### config.mk
export PLATFORM = sky130hd
export DESIGN_NAME = bounded_double_ended_queue_flat
export DESIGN_NICKNAME = d
export VERILOG_FILES = /design/src/bdq_pkg.sv /design/src/bdq_in_if.sv /design/src/bdq_out_if.sv /design/src/bdq_ctrl.sv /design/src/bdq_dpath.sv /design/src/bounded_double_ended_queue.sv /design/src/flat_wrapper.sv
export SDC_FILE = /design/constraint.sdc
export NUM_CORES = 2
export LEC_CHECK = 0
export BUFFER_PORTS_ARGS = -buffer_cell sky130_fd_sc_hd__clkbuf_2
export CAP_MARGIN = 20
export CORE_MARGIN = 3
export CORE_UTILIZATION = 40
export CTS_CLUSTER_SIZE = 40
export DETAILED_ROUTE_END_ITERATION = 8
export PLACE_DENSITY = 0.52
export SYNTH_ARGS = -nofsm -noshare
export SYNTH_HDL_FRONTEND = slang
export SYNTH_SLANG_ARGS = --single-unit
### constraint.sdc
create_clock -name clk -period 15.16 [get_ports clk]
set_input_delay 0.758 -clock clk [delete_from_list [all_inputs] [get_ports clk]]
set_output_delay 0.758 -clock clk [all_outputs]
set_load 0.05 [all_outputs]
### src/bdq_pkg.sv
`default_nettype none
package bdq_pkg;

  // Fixed field widths of the channels.
  localparam int KIND_W   = 2;
  localparam int VALUE_W  = 32;
  localparam int STATUS_W = 2;
  localparam int FILL_W   = 8;

  // Defaults for the top-level parameters.
  localparam int DEF_DEPTH      = 128;
  localparam int DEF_DATA_WIDTH = 32;

  // Operation codes.
  localparam logic [KIND_W-1:0] KIND_PUSH_FRONT = 2'd0;
  localparam logic [KIND_W-1:0] KIND_PUSH_BACK  = 2'd1;
  localparam logic [KIND_W-1:0] KIND_POP_FRONT  = 2'd2;
  localparam logic [KIND_W-1:0] KIND_POP_BACK   = 2'd3;

  // Result status codes.
  localparam logic [STATUS_W-1:0] ST_OK    = 2'd0;
  localparam logic [STATUS_W-1:0] ST_FULL  = 2'd1;
  localparam logic [STATUS_W-1:0] ST_EMPTY = 2'd2;

  // Commands from the controller to the datapath.
  typedef struct packed {
    logic load;  // capture the incoming item
    logic exec;  // perform the ring access and update the pointers
  } bdq_cmd_t;

endpackage
`default_nettype wire

### src/bdq_in_if.sv
`default_nettype none
interface bdq_in_if;
  import bdq_pkg::*;

  logic                valid;
  logic                ready;
  logic [KIND_W-1:0]   kind;
  logic signed [VALUE_W-1:0] push_value;

  modport source (output valid, output kind, output push_value, input ready);
  modport sink   (input valid, input kind, input push_value, output ready);

endinterface
`default_nettype wire

### src/bdq_out_if.sv
`default_nettype none
interface bdq_out_if;
  import bdq_pkg::*;

  logic                      valid;
  logic                      ready;
  logic signed [VALUE_W-1:0] pop_value;
  logic [STATUS_W-1:0]       status;
  logic [FILL_W-1:0]         fill_count;

  modport source (output valid, output pop_value, output status, output fill_count,
                  input ready);
  modport sink   (input valid, input pop_value, input status, input fill_count,
                  output ready);

endinterface
`default_nettype wire

### src/bdq_ctrl.sv
`default_nettype none
module bdq_ctrl (
  input  wire logic              clk,
  input  wire logic              rst_n,
  input  wire logic              in_valid,
  output logic                   in_ready,
  output logic                   out_valid,
  input  wire logic              out_ready,
  output bdq_pkg::bdq_cmd_t      cmd
);
  import bdq_pkg::*;

  localparam logic [1:0] S_IDLE = 2'd0;
  localparam logic [1:0] S_EXEC = 2'd1;
  localparam logic [1:0] S_OUT  = 2'd2;

  logic [1:0] state_r;
  logic [1:0] state_nxt;

  // Sequence: take an item, run it against the ring, then hold the result.
  always_comb begin
    state_nxt = state_r;
    unique case (state_r)
      S_IDLE: begin
        if (in_valid) state_nxt = S_EXEC;
      end
      S_EXEC: begin
        state_nxt = S_OUT;
      end
      S_OUT: begin
        if (out_ready) state_nxt = S_IDLE;
      end
      default: begin
        state_nxt = S_IDLE;
      end
    endcase
  end

  always_ff @(posedge clk) begin
    if (!rst_n) begin
      state_r <= S_IDLE;
    end else begin
      state_r <= state_nxt;
    end
  end

  // Handshake and datapath commands follow directly from the state.
  assign in_ready  = (state_r == S_IDLE);
  assign out_valid = (state_r == S_OUT);
  assign cmd       = bdq_cmd_t'{load: (state_r == S_IDLE) && in_valid,
                                 exec: (state_r == S_EXEC)};

endmodule
`default_nettype wire

### src/bdq_dpath.sv
`default_nettype none
module bdq_dpath #(
  parameter int DEPTH      = bdq_pkg::DEF_DEPTH,
  parameter int DATA_WIDTH = bdq_pkg::DEF_DATA_WIDTH
) (
  input  wire logic                                clk,
  input  wire logic                                rst_n,
  input  wire bdq_pkg::bdq_cmd_t                   cmd,
  input  wire logic [bdq_pkg::KIND_W-1:0]          in_kind,
  input  wire logic signed [bdq_pkg::VALUE_W-1:0]  in_push_value,
  output logic signed [bdq_pkg::VALUE_W-1:0]       out_pop_value,
  output logic [bdq_pkg::STATUS_W-1:0]             out_status,
  output logic [bdq_pkg::FILL_W-1:0]               out_fill_count
);
  import bdq_pkg::*;

  localparam int AW = (DEPTH > 1) ? $clog2(DEPTH) : 1;
  localparam int CW = $clog2(DEPTH + 1);
  localparam logic [CW-1:0] FULL_CNT   = CW'(DEPTH);
  localparam logic [AW-1:0] LAST_IDX   = AW'(DEPTH - 1);
  localparam logic [AW:0]   DEPTH_WIDE = (AW+1)'(DEPTH);

  // Ring storage.
  logic [DATA_WIDTH-1:0] mem [DEPTH];

  logic [AW-1:0]         head_r;
  logic [AW-1:0]         head_nxt;
  logic [CW-1:0]         count_r;
  logic [CW-1:0]         count_nxt;
  logic [KIND_W-1:0]     kind_r;
  logic [DATA_WIDTH-1:0] word_r;
  logic [DATA_WIDTH-1:0] rdata_r;
  logic                  pop_ok_r;
  logic [STATUS_W-1:0]   status_r;
  logic [FILL_W-1:0]     fill_r;

  logic                  is_push;
  logic                  is_full;
  logic                  is_empty;
  logic [AW-1:0]         head_dec;
  logic [AW-1:0]         head_inc;
  logic [AW-1:0]         back_off;
  logic [AW:0]           back_sum;
  logic [AW-1:0]         back_pos;
  logic [AW-1:0]         addr;
  logic                  wr_en;
  logic                  pop_ok;
  logic [STATUS_W-1:0]   status_nxt;
  logic [63:0]           push_ext;
  logic [63:0]           pop_ext;
  logic [31:0]           count_ext;

  // Incoming item, kept to the stored word width.
  assign push_ext = 64'($unsigned(in_push_value));

  always_ff @(posedge clk) begin
    if (cmd.load) begin
      kind_r <= in_kind;
      word_r <= push_ext[DATA_WIDTH-1:0];
    end
  end

  // Ring position arithmetic, with an explicit wrap for any depth.
  assign is_push  = (kind_r == KIND_PUSH_FRONT) || (kind_r == KIND_PUSH_BACK);
  assign is_full  = (count_r == FULL_CNT);
  assign is_empty = (count_r == '0);
  assign head_dec = (head_r == '0) ? LAST_IDX : head_r - AW'(1);
  assign head_inc = (head_r == LAST_IDX) ? '0 : head_r + AW'(1);
  assign back_off = (kind_r == KIND_PUSH_BACK) ? count_r[AW-1:0]
                                               : count_r[AW-1:0] - AW'(1);
  assign back_sum = {1'b0, head_r} + {1'b0, back_off};
  assign back_pos = (back_sum >= DEPTH_WIDE) ? AW'(back_sum - DEPTH_WIDE)
                                             : back_sum[AW-1:0];

  // Decide the effect of the operation on pointers and status.
  always_comb begin
    head_nxt   = head_r;
    count_nxt  = count_r;
    addr       = head_r;
    wr_en      = 1'b0;
    pop_ok     = 1'b0;
    status_nxt = ST_OK;
    unique case (kind_r)
      KIND_PUSH_FRONT: begin
        addr = head_dec;
        if (is_full) begin
          status_nxt = ST_FULL;
        end else begin
          wr_en     = 1'b1;
          head_nxt  = head_dec;
          count_nxt = count_r + CW'(1);
        end
      end
      KIND_PUSH_BACK: begin
        addr = back_pos;
        if (is_full) begin
          status_nxt = ST_FULL;
        end else begin
          wr_en     = 1'b1;
          count_nxt = count_r + CW'(1);
        end
      end
      KIND_POP_FRONT: begin
        addr = head_r;
        if (is_empty) begin
          status_nxt = ST_EMPTY;
        end else begin
          pop_ok    = 1'b1;
          head_nxt  = head_inc;
          count_nxt = count_r - CW'(1);
        end
      end
      KIND_POP_BACK: begin
        addr = back_pos;
        if (is_empty) begin
          status_nxt = ST_EMPTY;
        end else begin
          pop_ok    = 1'b1;
          count_nxt = count_r - CW'(1);
        end
      end
      default: begin
        status_nxt = ST_OK;
      end
    endcase
  end

  // Memory port: one write or one registered read per operation.
  always_ff @(posedge clk) begin
    if (cmd.exec) begin
      if (wr_en) begin
        mem[addr] <= word_r;
      end
      rdata_r <= mem[addr];
    end
  end

  // Ring pointers.
  always_ff @(posedge clk) begin
    if (!rst_n) begin
      head_r  <= '0;
      count_r <= '0;
    end else if (cmd.exec) begin
      head_r  <= head_nxt;
      count_r <= count_nxt;
    end
  end

  // Result register, held until the item is taken.
  assign count_ext = 32'(count_nxt);

  always_ff @(posedge clk) begin
    if (cmd.exec) begin
      pop_ok_r <= pop_ok && !is_push;
      status_r <= status_nxt;
      fill_r   <= count_ext[FILL_W-1:0];
    end
  end

  assign pop_ext        = 64'(rdata_r);
  assign out_pop_value  = pop_ok_r ? $signed(pop_ext[VALUE_W-1:0]) : '0;
  assign out_status     = status_r;
  assign out_fill_count = fill_r;

endmodule
`default_nettype wire

### src/bounded_double_ended_queue.sv
`default_nettype none
// Channel   Direction  Handshake          Payload
// in_chan   input      valid / ready      kind, push_value
// out_chan  output     valid / ready      pop_value, status, fill_count
//
// An item is captured at its accepting edge, the single ring memory access
// and pointer update take the following cycle, and the result is valid from
// the next edge until it is taken. in_chan.ready is high only while no item
// is in progress, so a new item is accepted only after the last result is
// taken, and a waiting result holds the input off. Reset is synchronous and
// active low; it empties the queue and the ring contents are left as they
// are.
module bounded_double_ended_queue #(
  parameter int DEPTH      = bdq_pkg::DEF_DEPTH,
  parameter int DATA_WIDTH = bdq_pkg::DEF_DATA_WIDTH
) (
  input  wire logic  clk,
  input  wire logic  rst_n,
  bdq_in_if.sink     in_chan,
  bdq_out_if.source  out_chan
);
  import bdq_pkg::*;

  bdq_cmd_t cmd;

  // Sequencer.
  bdq_ctrl u_ctrl (
    .clk       (clk),
    .rst_n     (rst_n),
    .in_valid  (in_chan.valid),
    .in_ready  (in_chan.ready),
    .out_valid (out_chan.valid),
    .out_ready (out_chan.ready),
    .cmd       (cmd)
  );

  // Ring storage and pointers.
  bdq_dpath #(
    .DEPTH      (DEPTH),
    .DATA_WIDTH (DATA_WIDTH)
  ) u_dpath (
    .clk            (clk),
    .rst_n          (rst_n),
    .cmd            (cmd),
    .in_kind        (in_chan.kind),
    .in_push_value  (in_chan.push_value),
    .out_pop_value  (out_chan.pop_value),
    .out_status     (out_chan.status),
    .out_fill_count (out_chan.fill_count)
  );

endmodule
`default_nettype wire
### src/flat_wrapper.sv
// flat-port wrapper written by rule: the top's interface ports become plain ports
module bounded_double_ended_queue_flat import bdq_pkg::*;
#(
  parameter int DEPTH      = bdq_pkg::DEF_DEPTH,
  parameter int DATA_WIDTH = bdq_pkg::DEF_DATA_WIDTH
)
  (clk, rst_n, in_chan_valid, in_chan_kind, in_chan_push_value, in_chan_ready, out_chan_valid, out_chan_pop_value, out_chan_status, out_chan_fill_count, out_chan_ready);
  bdq_in_if in_chan_i ();
  bdq_out_if out_chan_i ();
  input  wire logic clk;
  input  wire logic rst_n;
  input wire logic [$bits(in_chan_i.valid)-1:0] in_chan_valid;
  input wire logic [$bits(in_chan_i.kind)-1:0] in_chan_kind;
  input wire logic [$bits(in_chan_i.push_value)-1:0] in_chan_push_value;
  output wire logic [$bits(in_chan_i.ready)-1:0] in_chan_ready;
  output wire logic [$bits(out_chan_i.valid)-1:0] out_chan_valid;
  output wire logic [$bits(out_chan_i.pop_value)-1:0] out_chan_pop_value;
  output wire logic [$bits(out_chan_i.status)-1:0] out_chan_status;
  output wire logic [$bits(out_chan_i.fill_count)-1:0] out_chan_fill_count;
  input wire logic [$bits(out_chan_i.ready)-1:0] out_chan_ready;
  assign in_chan_i.valid = in_chan_valid;
  assign in_chan_i.kind = in_chan_kind;
  assign in_chan_i.push_value = in_chan_push_value;
  assign in_chan_ready = in_chan_i.ready;
  assign out_chan_valid = out_chan_i.valid;
  assign out_chan_pop_value = out_chan_i.pop_value;
  assign out_chan_status = out_chan_i.status;
  assign out_chan_fill_count = out_chan_i.fill_count;
  assign out_chan_i.ready = out_chan_ready;
  bounded_double_ended_queue #(.DEPTH(DEPTH), .DATA_WIDTH(DATA_WIDTH)) u_core (.clk(clk), .rst_n(rst_n), .in_chan(in_chan_i), .out_chan(out_chan_i));
endmodule
==> results.txt <==
----------------------------------------------------
[Clocking]
  Maximum root-to-sink buffer count ... 4
  Clock tree from TritonCTS ... yes
  Number of clock buffers inserted by TritonCTS ... 440
  Htree depth ... 5
  Num Clock Sinks ... 4,190
  Clock tree root buffer cell ... clkbuf_16
  Clk Latency, worst-skew pair ... 0.96 ns
  Setup Fix Bufs, Post-CTS ... 0
  Clock transition at the registers of the reported paths ... 0.06 ns

[Yosys]
  Post-Syn Nets ... 7,309
  Most area-consuming cells after synthesis ... edfxtp_1 78%, mux4_2 14%, nand2_1 0.95%
  Count of flip-flops with a built-in enable after synthesis ... 4,173
  Combinational family with the most area after synthesis ... multiplexers
  Post-synthesis average cell area ... 22.01 sq um
  Simple-Gate Fraction of Synth Area ... 0.02463
  Mux contribution to synthesized area ... 0.1488
  Post-synth top area cell ... edfxtp_1
  Share of Yosys cell area claimed by the top area cell type ... 0.7844
  Post-synthesis adder-cell area fraction ... 0.001143
  Syn. warnings ... 0
  Gate count after technology mapping ... 7,257
  Cell variety after synth ... 61
  Share of flip-flops with an asynchronous set or reset ... 0
  Fraction of the yosys area taken by sequential cells ... 0.7865
  Xor and xnor area share after synthesis ... 0.0008224
  Share of the synthesized area in compound gates (AO/OA/AOI/OAI) ... 0.02653
  Area of the mapped netlist ... 0.1598 sq mm
  Predominant post-synthesis flop cell ... edfxtp_1
  Register bit count reported by yosys ... 4,190

[STA]
  Number of hold-slack violations in the final timing report ... 0
  Fmax ... 137.8 MHz
  Unrepaired setup endpoints after global routing ... false
  Max-slew violation total from the final report ... 0
  Worst Max-Slew Pin Slew ... 1.241 ns
  Final critical-path share of the clock period ... 0.4787
  Min cycle time layout ... 7.257 ns
  Skew final ... 0.04929 ns
  Total of endpoints with negative setup slack in the final report ... 0
  Slew headroom ... 0.1511
  Setup TNS ... 0 ns

[Global route]
  Antenna violations before repair ... 37
  Total GRT Usage ... 0.2253
  Global-route wire length before repair ... 643,500 um
  Overflow left after global routing ... 0
  Pin count of the biggest net entering global routing ... 129
  Number of global-route vias before repair ... 79.89k

[Die]
  DIE WIDTH ... 638.0 um
  Die boundary height ... 638.0 um
  Num rows ... 231
  Number of top-level pins ... 82
  DIE AREA ... 0.4070 sq mm
  Starting Density ... 0.4026
  Placeable core area ... 0.3968 sq mm

[Power and ir drop]
  Peak VDD IR ... 0.0001010 V
  Net Sw Frac ... 0.2532
  Cell Pwr Density ... 145.2 mW/mm^2
  Proportion of power drawn by flip-flops and latches ... 0.483
  LEAKAGE ... 56.51 nW
  Power Internal ... 19.91 mW
  Combinational share of power ... 0.131
  Switch Pwr ... 6.752 mW
  Proportion of power drawn by the clock network ... 0.387

[Place]
  # placed instances ... 12.54k
  Detailed-placement wirelength estimate ... 253,500 um
  IO buf count ... 81
  Gpl congestion ... 0.7942

[Critical path]
  Cells along the critical path ... nand2b_1 -> xnor2_1 -> ha_1 -> nand2_1 -> o31a_2 -> buf_12 -> buf_4 -> buf_4 -> mux4_2 -> a22oi_1 -> nand3_1 -> a2111oi_0 -> buf_4 -> o311ai_1
  Crit path kind ... reg2reg
  Worst path bufs/invs ... 4
  CP endpoint kind ... register
  CP Data Required Time ... 15.82 ns
  Worst path most repeated cell ... buf_4
  Slowest stage delay, CP ... 0.90 ns
  Critical-path maximum fanout ... 77
  Worst setup slack for register-to-register paths ... 7.90 ns
  Number of cells traversed by the worst register-to-register path ... 14
  Critical path depth in cells ... 14
  Gate family responsible for the most delay along the worst path ... buffers and inverters
  Arrival time reported for the critical path endpoint ... 7.91 ns
  Master of the slowest instance on the critical path ... edfxtp_1
  Kind of start point of the critical path ... register

[Route]
  Number of nets still failing antenna checks after routing ... 0
  Length of the first detailed-routing pass in iterations ... 7
  Routed WL ... 463,800 um
  Number of DRC violations after detailed routing ... 0
  Via density per instance ... 5.909
  Average wire per cell in the routed design ... 34.56 um
  DR vias ... 79.30k
  DR iter-0 viols ... 9,930

[Job]
  Max-cap check violation count ... 0

[Finish]
  Fraction of final layout cells with drive strength greater than 1 ... 0.2795
  Commonest cells after routing, fill and taps aside ... 4,173 x edfxtp_1, 1,024 x mux4_2, 446 x clkbuf_16
  Number of cells in the finished layout apart from fillers ... 13.42k
  NumNets Final ... 7,829
  Most common library cell in the layout ignoring fill and taps ... edfxtp_1
  Growth of design area from synthesis to finish ... 14.95%

[Worst hold path]
  Type of the tightest min-delay check ... in2reg
  Number of cells traversed by the worst hold path ... 2

[Status]
  Result of the run ... finished, final reports clean

----------------------------------------------------
==> stage by stage <==
stage / hold WS [ns] / setup WS, ns / instance area [sq um] / total power, mW / utilization
final: 0.1620 / 7.903 / 183600 / 26.66 / 0.4627
after global routing: 0.09760 / 7.349 / 183600 / 27.50 / 0.4626
after CTS: 0.06237 / 7.722 / 183500 / 26.91 / 0.4624
after detailed placement: 0.5249 / 7.729 / 169500 / 16.64 / 0.4272
after global placement: 0.5350 / 5.679 / 169000 / 16.55 / 0.4258
after floorplan: 0.4938 / 9.944 / 159800 / 15.03 / -
==> cell usage after synthesis, types with 3 or more instances <==
master	count
a21oi_1	217
nand3_1	144
xor2_1	3
nor2_1	157
o311ai_1	32
nor4_1	33
edfxtp_1	4173
o21ai_0	49
a31oi_1	7
buf_6	9
dfxtp_1	17
nand4_1	32
o31ai_1	3
o31a_1	3
o21a_1	4
ha_1	13
o22ai_1	35
mux4_2	1024
buf_4	11
xnor2_1	12
a221oi_1	4
mux2i_1	69
nand2_1	403
or3_1	4
a32oi_1	5
nor3_1	15
a2111oi_0	31
o41ai_1	31
a22o_1	31
a211oi_1	5
and3_1	5
buf_1	20
a22oi_1	163
nand2b_1	8
and2_1	69
clkbuf_1	272
buf_2	102
inv_1	14
==> final timing paths <==
| kind | start | end |
|---|---|---|
| setup / recovery | u_core.u_dpath.kind_r[1] | u_core.u_dpath.rdata_r[1] |
| hold / removal | rst_n | u_core.u_dpath.count_r[3] |
| setup reg to reg | u_core.u_dpath.kind_r[1] | u_core.u_dpath.rdata_r[1] |
| hold reg to reg | u_core.u_dpath.count_r[6] | u_core.u_dpath.count_r[6] |
==> routing by layer <==
metal | track usage | vias to the layer above | part of all wire
li1 | - | 31840 | -
met1 | 0.3131 | 43880 | 0.41
met2 | 0.3700 | 2980 | 0.49
met3 | 0.03714 | 600 | 0.072
met4 | 0.06174 | 2 | 0.029
met5 | 0 | - | 0.000034
==> flip-flops by register name, summed over array words and instances (netlist names) <==
signal,cells
u_core.u_dpath.rdata_r,32
u_core.u_ctrl.state_r,2
u_core.u_dpath.mem,4096
u_core.u_dpath.kind_r,2
u_core.u_dpath.pop_ok_r,1
u_core.u_dpath.out_status,2
u_core.u_dpath.word_r,32
u_core.u_dpath.count_r,8
u_core.u_dpath.out_fill_count,8
u_core.u_dpath.head_r,7
==> power groups by stage <==
stage / logic [mW] / clock network, mW / registers [mW]
2_1_floorplan: 1.81 / 0 / 13.2
3_3_place_gp: 3.44 / 0 / 13.1
3_5_place_dp: 3.53 / 0 / 13.1
4_1_cts: 3.54 / 10.5 / 12.9
5_1_grt: 3.66 / 11.0 / 12.9
6_report: 3.48 / 10.3 / 12.9
==> cell type report <==
class | instances | area (sq um)
fill | 32810 | 213200
clock inverter | 246 | 2078
sequential | 4190 | 125700
inverter | 16 | 60.06
clock buffer | 549 | 11570
antenna | 48 | 120.1
tap | 5242 | 6559
timing repair buffer | 492 | 3815
multi-input combinational | 2637 | 33780
==> logic make-up after synthesis <==
logic type	after synthesis
DFF	4190
muxes	1094
and+or+nand+nor	880
AOI/OAI and AO/OA	634
buffers and inverters	430
xor gates and xnor gates	15
adders and majority gates	14
==> timing repair <==
| item | in CTS | in global routing |
|---|---|---|
| endpoints found under the setup margin | 0 | 0 |
| resized for setup | 0 | 0 |
| hold endpoints to repair | 34 | 0 |
| hold buffers | 34 | 0 |
Power figures use the tool's default switching activity.
